<file path="config.mk">
export PLATFORM = sky130hd
export DESIGN_NAME = selu_activation_core
export DESIGN_NICKNAME = d
export VERILOG_FILES = /design/src/sv/selu_pkg.sv /design/src/sv/selu_apb_regs.sv /design/src/sv/selu_exp_rom.sv /design/src/sv/selu_pipe.sv /design/src/sv/selu_activation_core.sv
export SDC_FILE = /design/constraint.sdc
export NUM_CORES = 2
export LEC_CHECK = 0
export BUFFER_PORTS_ARGS = -buffer_cell sky130_fd_sc_hd__buf_2
export CORE_MARGIN = 1.5
export CORE_UTILIZATION = 45
export CTS_CLUSTER_DIAMETER = 150
export DETAILED_ROUTE_END_ITERATION = 10
export HOLD_SLACK_MARGIN = 0.03
export PLACE_DENSITY_LB_ADDON = 0.15
export SLEW_MARGIN = 10
export SYNTH_ARGS = -nofsm -noshare
export SYNTH_HDL_FRONTEND = slang
export SYNTH_HIERARCHICAL = 1
export SYNTH_SLANG_ARGS = --single-unit
</file>
<file path="constraint.sdc">
create_clock -name clk_i -period 12.7 [get_ports clk_i]
set_input_delay 3.175 -clock clk_i [delete_from_list [all_inputs] [get_ports clk_i]]
set_output_delay 3.175 -clock clk_i [all_outputs]
set_load 0.01 [all_outputs]
</file>
<file path="src/sv/selu_pkg.sv">
`timescale 1ns / 1ps

package selu_pkg;

  // Field widths
  localparam int unsigned SAMPLE_W = 16;
  localparam int unsigned RESULT_W = 20;
  localparam int unsigned COEF_W   = 16;
  localparam int unsigned AL_W     = 2 * COEF_W;

  // exp knots are Q30, so 1.0 needs 31 bits
  localparam int unsigned KNOT_W   = 31;
  localparam int unsigned FRAC_W   = 15;
  localparam logic [KNOT_W-1:0] ONE_Q30 = KNOT_W'(64'd1 << 30);

  // Configuration port
  localparam int unsigned PADDR_W  = 3;
  localparam int unsigned PDATA_W  = 32;
  localparam logic REG_ALPHA  = 1'b0;
  localparam logic REG_LAMBDA = 1'b1;

  localparam logic [COEF_W-1:0] ALPHA_RESET  = 16'd27415;
  localparam logic [COEF_W-1:0] LAMBDA_RESET = 16'd17215;
  localparam logic [AL_W-1:0]   AL_RESET     =
    AL_W'(AL_W'(ALPHA_RESET) * AL_W'(LAMBDA_RESET));

  // Result limits, held one bit wider than the port
  localparam int unsigned RES_W = RESULT_W + 1;
  localparam logic signed [RES_W-1:0] OUT_MAX = RES_W'(524287);
  localparam logic signed [RES_W-1:0] OUT_MIN = -RES_W'(524288);

  // Scale factors handed from the register block to the datapath
  typedef struct packed {
    logic [COEF_W-1:0] lambda;
    logic [AL_W-1:0]   al;      // alpha * lambda, Q28
  } selu_cfg_t;

endpackage

</file>
<file path="src/sv/selu_apb_regs.sv">
`timescale 1ns / 1ps

module selu_apb_regs import selu_pkg::*; (
  input  logic               clk_i,
  input  logic               rst_ni,
  input  logic               psel,
  input  logic               penable,
  input  logic               pwrite,
  input  logic [PADDR_W-1:0] paddr,
  input  logic [PDATA_W-1:0] pwdata,
  output logic [PDATA_W-1:0] prdata,
  output logic               pready,
  output selu_cfg_t          cfg_o
);

  logic [COEF_W-1:0] alpha_q, alpha_d;
  logic [COEF_W-1:0] lambda_q, lambda_d;
  logic [AL_W-1:0]   al_q, al_d;
  logic              wr_en;
  logic              reg_sel;

  assign pready  = 1'b1;
  assign wr_en   = psel & penable & pwrite;
  assign reg_sel = paddr[2];

  // Register writes
  always_comb begin
    alpha_d  = alpha_q;
    lambda_d = lambda_q;
    if (wr_en) begin
      case (reg_sel)
        REG_ALPHA:  alpha_d  = pwdata[COEF_W-1:0];
        REG_LAMBDA: lambda_d = pwdata[COEF_W-1:0];
        default: ;
      endcase
    end
  end

  // Combined scale for the negative branch, registered from the alpha and lambda registers
  assign al_d = AL_W'(alpha_q) * AL_W'(lambda_q);

  always_ff @(posedge clk_i or negedge rst_ni) begin
    if (!rst_ni) begin
      alpha_q  <= ALPHA_RESET;
      lambda_q <= LAMBDA_RESET;
      al_q     <= AL_RESET;
    end else begin
      alpha_q  <= alpha_d;
      lambda_q <= lambda_d;
      al_q     <= al_d;
    end
  end

  // Read back
  always_comb begin
    case (reg_sel)
      REG_ALPHA:  prdata = PDATA_W'(alpha_q);
      REG_LAMBDA: prdata = PDATA_W'(lambda_q);
      default:    prdata = '0;
    endcase
  end

  assign cfg_o.lambda = lambda_q;
  assign cfg_o.al     = al_q;

endmodule

</file>
<file path="src/sv/selu_exp_rom.sv">
`timescale 1ns / 1ps

module selu_exp_rom import selu_pkg::*; #(
  parameter int unsigned EXP_SEGMENTS = 64
) (
  input  logic                                clk_i,
  input  logic                                en_i,
  input  logic [$clog2(EXP_SEGMENTS+1)-1:0]   idx_i,
  output logic [KNOT_W-1:0]                   knot_o,
  output logic [KNOT_W-1:0]                   diff_o
);

  localparam int unsigned IDX_W = $clog2(EXP_SEGMENTS + 1);
  localparam logic [IDX_W-1:0] LAST_IDX = IDX_W'(EXP_SEGMENTS);

  typedef logic [EXP_SEGMENTS:0][KNOT_W-1:0] knot_tab_t;

  // Shift-subtract divide, elaboration only
  function automatic logic [63:0] udiv(input logic [63:0] num, input logic [63:0] den);
    logic [64:0] rem;
    logic [63:0] quo;
    rem = '0;
    quo = '0;
    for (int i = 63; i >= 0; i--) begin
      rem = {rem[63:0], num[i]};
      if (rem >= {1'b0, den}) begin
        rem    = rem - {1'b0, den};
        quo[i] = 1'b1;
      end
    end
    return quo;
  endfunction

  // Knot k = exp(-16*k/EXP_SEGMENTS) in Q30, built by repeated scaling
  function automatic knot_tab_t build_knots();
    logic [63:0] term;
    logic [63:0] sum;
    logic [63:0] r;
    logic [63:0] prod;
    knot_tab_t   tab;
    term = 64'd1 << 30;
    sum  = '0;
    for (int n = 1; n <= 64; n++) begin
      if (term != 64'd0) begin
        sum  = sum + term;
        term = udiv(term * 64'd16, 64'(EXP_SEGMENTS) * 64'(n));
      end
    end
    if (sum == 64'd0) begin
      sum = 64'd1 << 30;
    end
    r = udiv((64'd1 << 60) + (sum >> 1), sum);
    tab[0] = ONE_Q30;
    for (int k = 1; k <= EXP_SEGMENTS; k++) begin
      prod   = 64'(tab[k-1]) * r + (64'd1 << 29);
      tab[k] = KNOT_W'(prod >> 30);
    end
    return tab;
  endfunction

  // Drop to the next knot; zero at the last knot
  function automatic knot_tab_t build_diffs(input knot_tab_t k);
    knot_tab_t d;
    d = '0;
    for (int i = 0; i < EXP_SEGMENTS; i++) begin
      d[i] = (k[i] >= k[i+1]) ? KNOT_W'(k[i] - k[i+1]) : '0;
    end
    return d;
  endfunction

  localparam knot_tab_t KNOTS = build_knots();
  localparam knot_tab_t DIFFS = build_diffs(KNOTS);

  logic [IDX_W-1:0]  idx_c;
  logic [KNOT_W-1:0] knot_q;
  logic [KNOT_W-1:0] diff_q;

  assign idx_c = (idx_i > LAST_IDX) ? LAST_IDX : idx_i;

  // Registered table read
  always_ff @(posedge clk_i) begin
    if (en_i) begin
      knot_q <= KNOTS[idx_c];
      diff_q <= DIFFS[idx_c];
    end
  end

  assign knot_o = knot_q;
  assign diff_o = diff_q;

endmodule

</file>
<file path="src/sv/selu_pipe.sv">
`timescale 1ns / 1ps

module selu_pipe import selu_pkg::*; #(
  parameter int unsigned EXP_SEGMENTS = 64
) (
  input  logic                       clk_i,
  input  logic                       rst_ni,
  input  selu_cfg_t                  cfg_i,
  input  logic signed [SAMPLE_W-1:0] sample_in_i,
  input  logic                       sample_in_valid_i,
  output logic                       sample_in_stall_o,
  output logic signed [RESULT_W-1:0] sample_out_o,
  output logic                       sample_out_valid_o,
  input  logic                       sample_out_stall_i
);

  localparam int unsigned NSTAGE = 7;
  localparam int unsigned IDX_W  = $clog2(EXP_SEGMENTS + 1);
  localparam int unsigned POS_W  = FRAC_W + IDX_W;
  localparam int unsigned T_W    = SAMPLE_W + 1;
  localparam int unsigned PP_W   = 2 * COEF_W - 1;
  localparam int unsigned PPOS_W = PP_W + 1 - 14;
  localparam int unsigned DP_W   = KNOT_W + FRAC_W;
  localparam int unsigned MP_W   = KNOT_W + AL_W;
  localparam int unsigned MAG_W  = MP_W + 1 - 47;
  localparam logic [POS_W-1:0] SEG_C = POS_W'(EXP_SEGMENTS);
  localparam logic [IDX_W-1:0] LAST_IDX = IDX_W'(EXP_SEGMENTS);

  // Stage valid bits and advance enables
  logic [NSTAGE:1] valid_q;
  logic [NSTAGE:1] adv;

  always_comb begin
    adv[NSTAGE] = !valid_q[NSTAGE] || !sample_out_stall_i;
    for (int k = NSTAGE - 1; k >= 1; k--) begin
      adv[k] = !valid_q[k] || adv[k+1];
    end
  end

  assign sample_in_stall_o = !adv[1];

  always_ff @(posedge clk_i or negedge rst_ni) begin
    if (!rst_ni) begin
      valid_q <= '0;
    end else begin
      if (adv[1]) begin
        valid_q[1] <= sample_in_valid_i;
      end
      for (int k = 2; k <= NSTAGE; k++) begin
        if (adv[k]) begin
          valid_q[k] <= valid_q[k-1];
        end
      end
    end
  end

  // Stage 1: capture sample
  logic signed [SAMPLE_W-1:0] x1_q;

  // Stage 2: segment position and positive product
  logic [T_W-1:0]    t;
  logic [POS_W-1:0]  pos;
  logic              neg2_q;
  logic [IDX_W-1:0]  idx2_q;
  logic [FRAC_W-1:0] frac2_q;
  logic [PP_W-1:0]   pprod2_q;

  assign t   = T_W'(~{x1_q[SAMPLE_W-1], x1_q}) + T_W'(1);
  assign pos = POS_W'(t) * SEG_C;

  // Stage 3: table read, positive rounding
  logic [KNOT_W-1:0] knot3;
  logic [KNOT_W-1:0] diff3;
  logic              neg3_q;
  logic [FRAC_W-1:0] frac3_q;
  logic [PPOS_W-1:0] ppos3_q;
  logic [PP_W:0]     ppos_sum;

  assign ppos_sum = (PP_W+1)'(pprod2_q) + (PP_W+1)'(1 << 13);

  selu_exp_rom #(
    .EXP_SEGMENTS(EXP_SEGMENTS)
  ) u_rom (
    .clk_i  (clk_i),
    .en_i   (adv[3]),
    .idx_i  (idx2_q),
    .knot_o (knot3),
    .diff_o (diff3)
  );

  // Stage 4: interpolation product
  logic              neg4_q;
  logic [KNOT_W-1:0] knot4_q;
  logic [DP_W-1:0]   dprod4_q;
  logic [PPOS_W-1:0] ppos4_q;

  // Stage 5: 1 - exp(x)
  logic [DP_W:0]     dsum;
  logic [KNOT_W:0]   e_raw;
  logic [KNOT_W-1:0] e_c;
  logic              neg5_q;
  logic [KNOT_W-1:0] m5_q;
  logic [PPOS_W-1:0] ppos5_q;

  assign dsum  = (DP_W+1)'(dprod4_q) + (DP_W+1)'(1 << 14);
  assign e_raw = (KNOT_W+1)'(knot4_q) - (KNOT_W+1)'(dsum[DP_W:FRAC_W]);
  assign e_c   = (e_raw > (KNOT_W+1)'(ONE_Q30)) ? ONE_Q30 : e_raw[KNOT_W-1:0];

  // Stage 6: scale by alpha*lambda
  logic              neg6_q;
  logic [MP_W-1:0]   mprod6_q;
  logic [PPOS_W-1:0] ppos6_q;

  // Stage 7: round, select branch, saturate
  logic [MP_W:0]              msum;
  logic [MAG_W-1:0]           mag;
  logic signed [RES_W-1:0]    res;
  logic signed [RESULT_W-1:0] out_q;

  assign msum = (MP_W+1)'(mprod6_q) + ((MP_W+1)'(1) << 46);
  assign mag  = msum[MP_W:47];

  always_comb begin
    if (neg6_q) begin
      res = RES_W'(0) - RES_W'(mag);
    end else begin
      res = RES_W'(ppos6_q);
    end
    if (res > OUT_MAX) begin
      res = OUT_MAX;
    end else if (res < OUT_MIN) begin
      res = OUT_MIN;
    end
  end

  // Payload registers
  always_ff @(posedge clk_i) begin
    if (adv[1]) begin
      x1_q <= sample_in_i;
    end
    if (adv[2]) begin
      neg2_q   <= x1_q[SAMPLE_W-1];
      idx2_q   <= pos[POS_W-1:FRAC_W];
      frac2_q  <= pos[FRAC_W-1:0];
      pprod2_q <= PP_W'(x1_q[SAMPLE_W-2:0]) * PP_W'(cfg_i.lambda);
    end
    if (adv[3]) begin
      neg3_q  <= neg2_q;
      frac3_q <= frac2_q;
      ppos3_q <= ppos_sum[PP_W:14];
    end
    if (adv[4]) begin
      neg4_q   <= neg3_q;
      knot4_q  <= knot3;
      dprod4_q <= DP_W'(diff3) * DP_W'(frac3_q);
      ppos4_q  <= ppos3_q;
    end
    if (adv[5]) begin
      neg5_q  <= neg4_q;
      m5_q    <= ONE_Q30 - e_c;
      ppos5_q <= ppos4_q;
    end
    if (adv[6]) begin
      neg6_q   <= neg5_q;
      mprod6_q <= MP_W'(m5_q) * MP_W'(cfg_i.al);
      ppos6_q  <= ppos5_q;
    end
    if (adv[7]) begin
      out_q <= res[RESULT_W-1:0];
    end
  end

  assign sample_out_o       = out_q;
  assign sample_out_valid_o = valid_q[NSTAGE];

  // Input is held off only when every stage holds an item
  a_stall_full: assert property (@(posedge clk_i) disable iff (!rst_ni)
    sample_in_stall_o |-> (&valid_q))
    else $error("input stalled with a free stage");

  // Segment index never runs past the last knot
  a_idx_range: assert property (@(posedge clk_i) disable iff (!rst_ni)
    (valid_q[2] && neg2_q) |-> (idx2_q <= LAST_IDX))
    else $error("segment index out of range");

  // 1 - exp(x) stays within [0, 1]
  a_m_range: assert property (@(posedge clk_i) disable iff (!rst_ni)
    (valid_q[5] && neg5_q) |-> (m5_q <= ONE_Q30))
    else $error("1-exp(x) out of range");

  // A non-negative sample never yields a negative result
  a_pos_sign: assert property (@(posedge clk_i) disable iff (!rst_ni)
    (valid_q[6] && adv[7] && !neg6_q) |=> !sample_out_o[RESULT_W-1])
    else $error("negative result on the linear branch");

endmodule

</file>
<file path="src/sv/selu_activation_core.sv">
`timescale 1ns / 1ps

// SELU activation core. Each item carries one signed Q4.11 sample and yields one
// signed Q8.11 result: lambda*x for x >= 0, lambda*alpha*(exp(x)-1) for x < 0,
// with exp taken from a table of EXP_SEGMENTS+1 Q30 knots over [-16, 0] and
// linearly interpolated. alpha (address 0) and lambda (address 4) are unsigned
// Q2.14 registers on the APB port; write them only while the core is empty.
// The datapath is a seven-stage pipeline (input capture, index multiply, knot
// table read, interpolation multiply, 1-exp subtract, alpha*lambda multiply,
// round and saturate), so one item is accepted every cycle while the input is
// not stalled; each result leaves from the stage 7 register. A stalled output
// backs up stage by stage; input stalls only once all seven stages hold items.
module selu_activation_core import selu_pkg::*; #(
  parameter int unsigned EXP_SEGMENTS = 64
) (
  input  logic                       clk_i,
  input  logic                       rst_ni,
  input  logic                       psel,
  input  logic                       penable,
  input  logic                       pwrite,
  input  logic [PADDR_W-1:0]         paddr,
  input  logic [PDATA_W-1:0]         pwdata,
  output logic [PDATA_W-1:0]         prdata,
  output logic                       pready,
  input  logic signed [SAMPLE_W-1:0] sample_in_i,
  input  logic                       sample_in_valid_i,
  output logic                       sample_in_stall_o,
  output logic signed [RESULT_W-1:0] sample_out_o,
  output logic                       sample_out_valid_o,
  input  logic                       sample_out_stall_i
);

  selu_cfg_t cfg;

  selu_apb_regs u_regs (
    .clk_i   (clk_i),
    .rst_ni  (rst_ni),
    .psel    (psel),
    .penable (penable),
    .pwrite  (pwrite),
    .paddr   (paddr),
    .pwdata  (pwdata),
    .prdata  (prdata),
    .pready  (pready),
    .cfg_o   (cfg)
  );

  selu_pipe #(
    .EXP_SEGMENTS(EXP_SEGMENTS)
  ) u_pipe (
    .clk_i              (clk_i),
    .rst_ni             (rst_ni),
    .cfg_i              (cfg),
    .sample_in_i        (sample_in_i),
    .sample_in_valid_i  (sample_in_valid_i),
    .sample_in_stall_o  (sample_in_stall_o),
    .sample_out_o       (sample_out_o),
    .sample_out_valid_o (sample_out_valid_o),
    .sample_out_stall_i (sample_out_stall_i)
  );

endmodule

</file>
==> results.rst <==
.. list-table::
   :header-rows: 1

   * - Metric
     - Value
   * - Final period demand of the worst path
     - 9.23 ns
   * - Routability congestion estimate
     - 0.932
   * - Wire length per cell
     - 22.0 microns
   * - Source-to-sink clock delay at the later pin of the worst-skew pair
     - 0.67 ns
   * - Clock Pin Slew Worst Setup and Hold Paths
     - 0.06 ns
   * - Number of hold-slack violations in the final timing report
     - 0
   * - Fraction of synthesized cell area taken by the top area cell type
     - 0.382
   * - Setup clock skew after layout
     - 0.0434 ns
   * - Combined area of all synthesized cells
     - 75700 sq um
   * - Primary flip-flop cell chosen by synthesis mapping
     - edfxtp_1
   * - Run status
     - completed
   * - Number of flops mapped to enable cells by yosys
     - 326
   * - Number of warnings issued by yosys
     - 6
   * - First-pass GRT wire length
     - 345 mm
   * - Yosys top cell by area
     - fa_1
   * - Site row count
     - 150
   * - Cells after Synth
     - 7980
   * - Distinct cell type count of the synthesized netlist
     - 110
   * - Ranking of synthesized cells by instance count
     - fa_1 (1442), inv_1 (1414), nand2_1 (1111)
   * - Worst-path maximum fanout
     - 18
   * - Total track usage
     - 0.264
   * - Unrepaired setup endpoints after global routing
     - no
   * - Core area
     - 167000 sq um
   * - Worst hold-check path type
     - register to register
   * - Maximum buffer depth of the clock tree
     - 3
   * - Die extent in x
     - 413 microns
   * - Number of failing setup endpoints in the final timing report
     - 0
   * - Worst endpoint data arrival time
     - 9.66 ns
   * - Mean Syn Cell Area
     - 9.48 sq um
   * - Highest clock frequency the design can meet
     - 0.108 GHz
   * - Proportion of layout cells with a drive suffix above 1
     - 0.0548
   * - Placed wire-length estimate
     - 160 mm
   * - Largest cells by area after synthesis
     - fa_1 (38%), edfxtp_1 (13%), ha_1 (9.3%)
   * - Cell with the most instances after synthesis
     - fa_1
   * - Buffering stage count on the worst path with inverters included
     - 3
   * - TritonCTS clock tree
     - done
   * - Hold-fix buffer count after cts
     - 0
   * - Routed via count divided by cell count
     - 5.49
   * - Clock root buffer master
     - clkbuf_16
   * - Cell type of the slowest stage on the worst timing path
     - a2111oi_0
   * - Relative slew slack
     - 0.216
   * - Initial antenna violation count
     - 7
   * - Crit path setup slack, layout
     - 3.47 ns
   * - Delay-heaviest family, CP
     - adder cells
   * - Vias in the first global route
     - 59023
   * - Final sum of negative setup slack
     - 0 ns
   * - Total number of clock tree sinks
     - 397
   * - Count of maximum capacitance violations
     - 0
   * - Number of H-tree levels
     - 2
   * - Nature of the critical path startpoint
     - register
   * - Count of vias placed by the detailed router
     - 54879
   * - # port buffers
     - 77
   * - Sequential area share after synthesis
     - 0.153
   * - Remaining number of nets flagged by the antenna check after routing
     - 0
   * - Remaining routing DRC violations
     - 0
   * - FF+latch count, synth
     - 397
   * - Cell Chain, Critical Path
     - buf_4 > and2_1 > fa_1 > fa_1 > inv_1 > fa_1 > fa_1 > inv_1 > fa_1 > fa_1 > fa_1 > fa_1 > ha_1 > a21o_1 > a21o_1 > a211oi_1 > o21bai_1 > a2111oi_0 > o21ai_0 > o211ai_1 > nand2_1 > a2111o_1 > o311ai_0
   * - Area overhead of the layout relative to synthesis
     - 4.78%
   * - Clock buffer count from CTS
     - 46
   * - Cell seen most often among critical-path stages
     - fa_1
   * - Required time at the worst-slack endpoint
     - 13.13 ns
   * - Die Footprint
     - 171000 sq um
   * - Total routed wirelength
     - 220 mm
   * - Max-slew violation count
     - 0
   * - Worst Setup Path Type
     - register to register
   * - Number of optimization iterations in the first detailed-route pass
     - 6
   * - Count of buffers added by post-CTS timing repair for setup
     - 0
   * - Worst setup slack before clock tree synthesis
     - 3.51 ns
   * - Congestion Overflow GR
     - 0
   * - Count of pins on the block boundary
     - 113
   * - Pin count of the biggest net entering global routing
     - 64
   * - Number of design-rule violations left by the first detailed-router iteration
     - 3609
   * - Height of the chip
     - 413 microns
   * - Period utilisation layout
     - 0.727
   * - Number of cells upsized or downsized after cts
     - 0
   * - Kind of capture point of the worst setup path
     - register
   * - Delay contributed by the slowest stage of the critical path
     - 0.86 ns
   * - Async SR Flop Fraction
     - 0.179
   * - Initial core utilization
     - 0.453
   * - Net total in the final layout
     - 9812
   * - Pin slew with the least headroom to its limit
     - 1.16 ns
worst register-to-register path, delay by kind of cell, from the launching register on:
kind                     cells  cell delay [ns]
AO/OA/AOI/OAI                9             3.05
buffers and inverters        3             0.52
adder cells (fa/ha/maj)      9             4.24
flip-flops                   1             0.82
AND/OR/NAND/NOR              2             0.39
metrics by stage:
stage               utilization  cell area [sq um]  instances  hold slack [ns]
global placement          0.465              77700       9907            0.401
detailed placement        0.465              77700       9907            0.405
global route              0.475              79300       9993            0.405
finish                    0.475              79300       9996            0.392
CTS                       0.475              79300       9992            0.397
floorplan                     -              75700       7997            0.400
final timing paths:
kind / slack [ns] / end / from / cells after the start
worst max-delay path: 3.47 / u_pipe/mprod6_q[54] / u_pipe/m5_q[13] / 23
worst min-delay path: 0.39 / u_pipe/knot4_q[6] / u_pipe/u_rom/knot_o[6] / 0
min in group asynchronous: 2.51 / u_regs/al_q[4] / rst_ni / 1
max in group asynchronous: 9.25 / u_regs/lambda_q[9] / rst_ni / 2
worst max register to register: 3.47 / u_pipe/mprod6_q[54] / u_pipe/m5_q[13] / 23
worst min register to register: 0.39 / u_pipe/knot4_q[6] / u_pipe/u_rom/knot_o[6] / 0
registers in the layout, indices dropped and copies added (netlist names), 9 cells and up:
signal / cells
u_pipe/dprod4_q: 32
u_pipe/frac2_q: 9
u_pipe/frac3_q: 9
u_pipe/knot4_q: 31
u_pipe/m5_q: 31
u_pipe/mprod6_q: 17
u_pipe/ppos3_q: 18
u_pipe/ppos4_q: 18
u_pipe/ppos5_q: 18
u_pipe/ppos6_q: 18
u_pipe/pprod2_q: 18
u_pipe/sample_out_o: 20
u_pipe/u_rom/diff_o: 28
u_pipe/u_rom/knot_o: 31
u_pipe/x1_q: 16
u_regs/al_q: 32
u_regs/alpha_q: 16
u_regs/lambda_q: 16
placed cells by master, fill, tap and decap left out, drive strengths merged, types with 38 or more instances in the layout:
cell type	n
a21o	83
a21oi	227
and2	868
and3	47
buf	183
clkbuf	51
dfrtp	38
edfxtp	326
fa	1442
ha	561
inv	1424
mux2	56
nand2	1112
nand2b	45
nand3	73
nand4	43
nor2	232
nor3	72
o21ai	157
xnor2	137
xor2	71
kinds of logic (layout without fill, tap and decap cells):
group	Yosys count	count (layout)	share of synthesized area
and+or+nand+nor	2614	2614	0.172
adders and majority gates	2003	2003	0.474
buffers and inverters	1895	1686	0.0966
AOI/OAI and AO/OA	796	796	0.0702
DFF	397	397	0.153
xor gates and xnor gates	208	208	0.0241
muxes	64	64	0.00939
other	3	24	0.000149
metal layers:
layer	up-vias	share of wire	GRT usage
met2	1874	0.47	0.434
met3	441	0.064	0.0347
li1	24273	-	-
met4	4	0.049	0.114
met5	-	0.00012	0
met1	28287	0.42	0.350
final cells by class:
| cell class | count | area, sq um |
|---|---|---|
| Fill cell | 15972 | 87800 |
| Multi-Input combinational cell | 5705 | 56800 |
| Sequential cell | 397 | 11600 |
| Inverter | 1418 | 5320 |
| Tap cell | 2204 | 2760 |
| Timing Repair Buffer | 183 | 1180 |
| Clock buffer | 51 | 1180 |
| Clock inverter | 34 | 365 |
| Antenna cell | 4 | 10.0 |
Power is not shown: default switching activity piles up to over one toggle a cycle in this logic, so the estimate is an artifact.
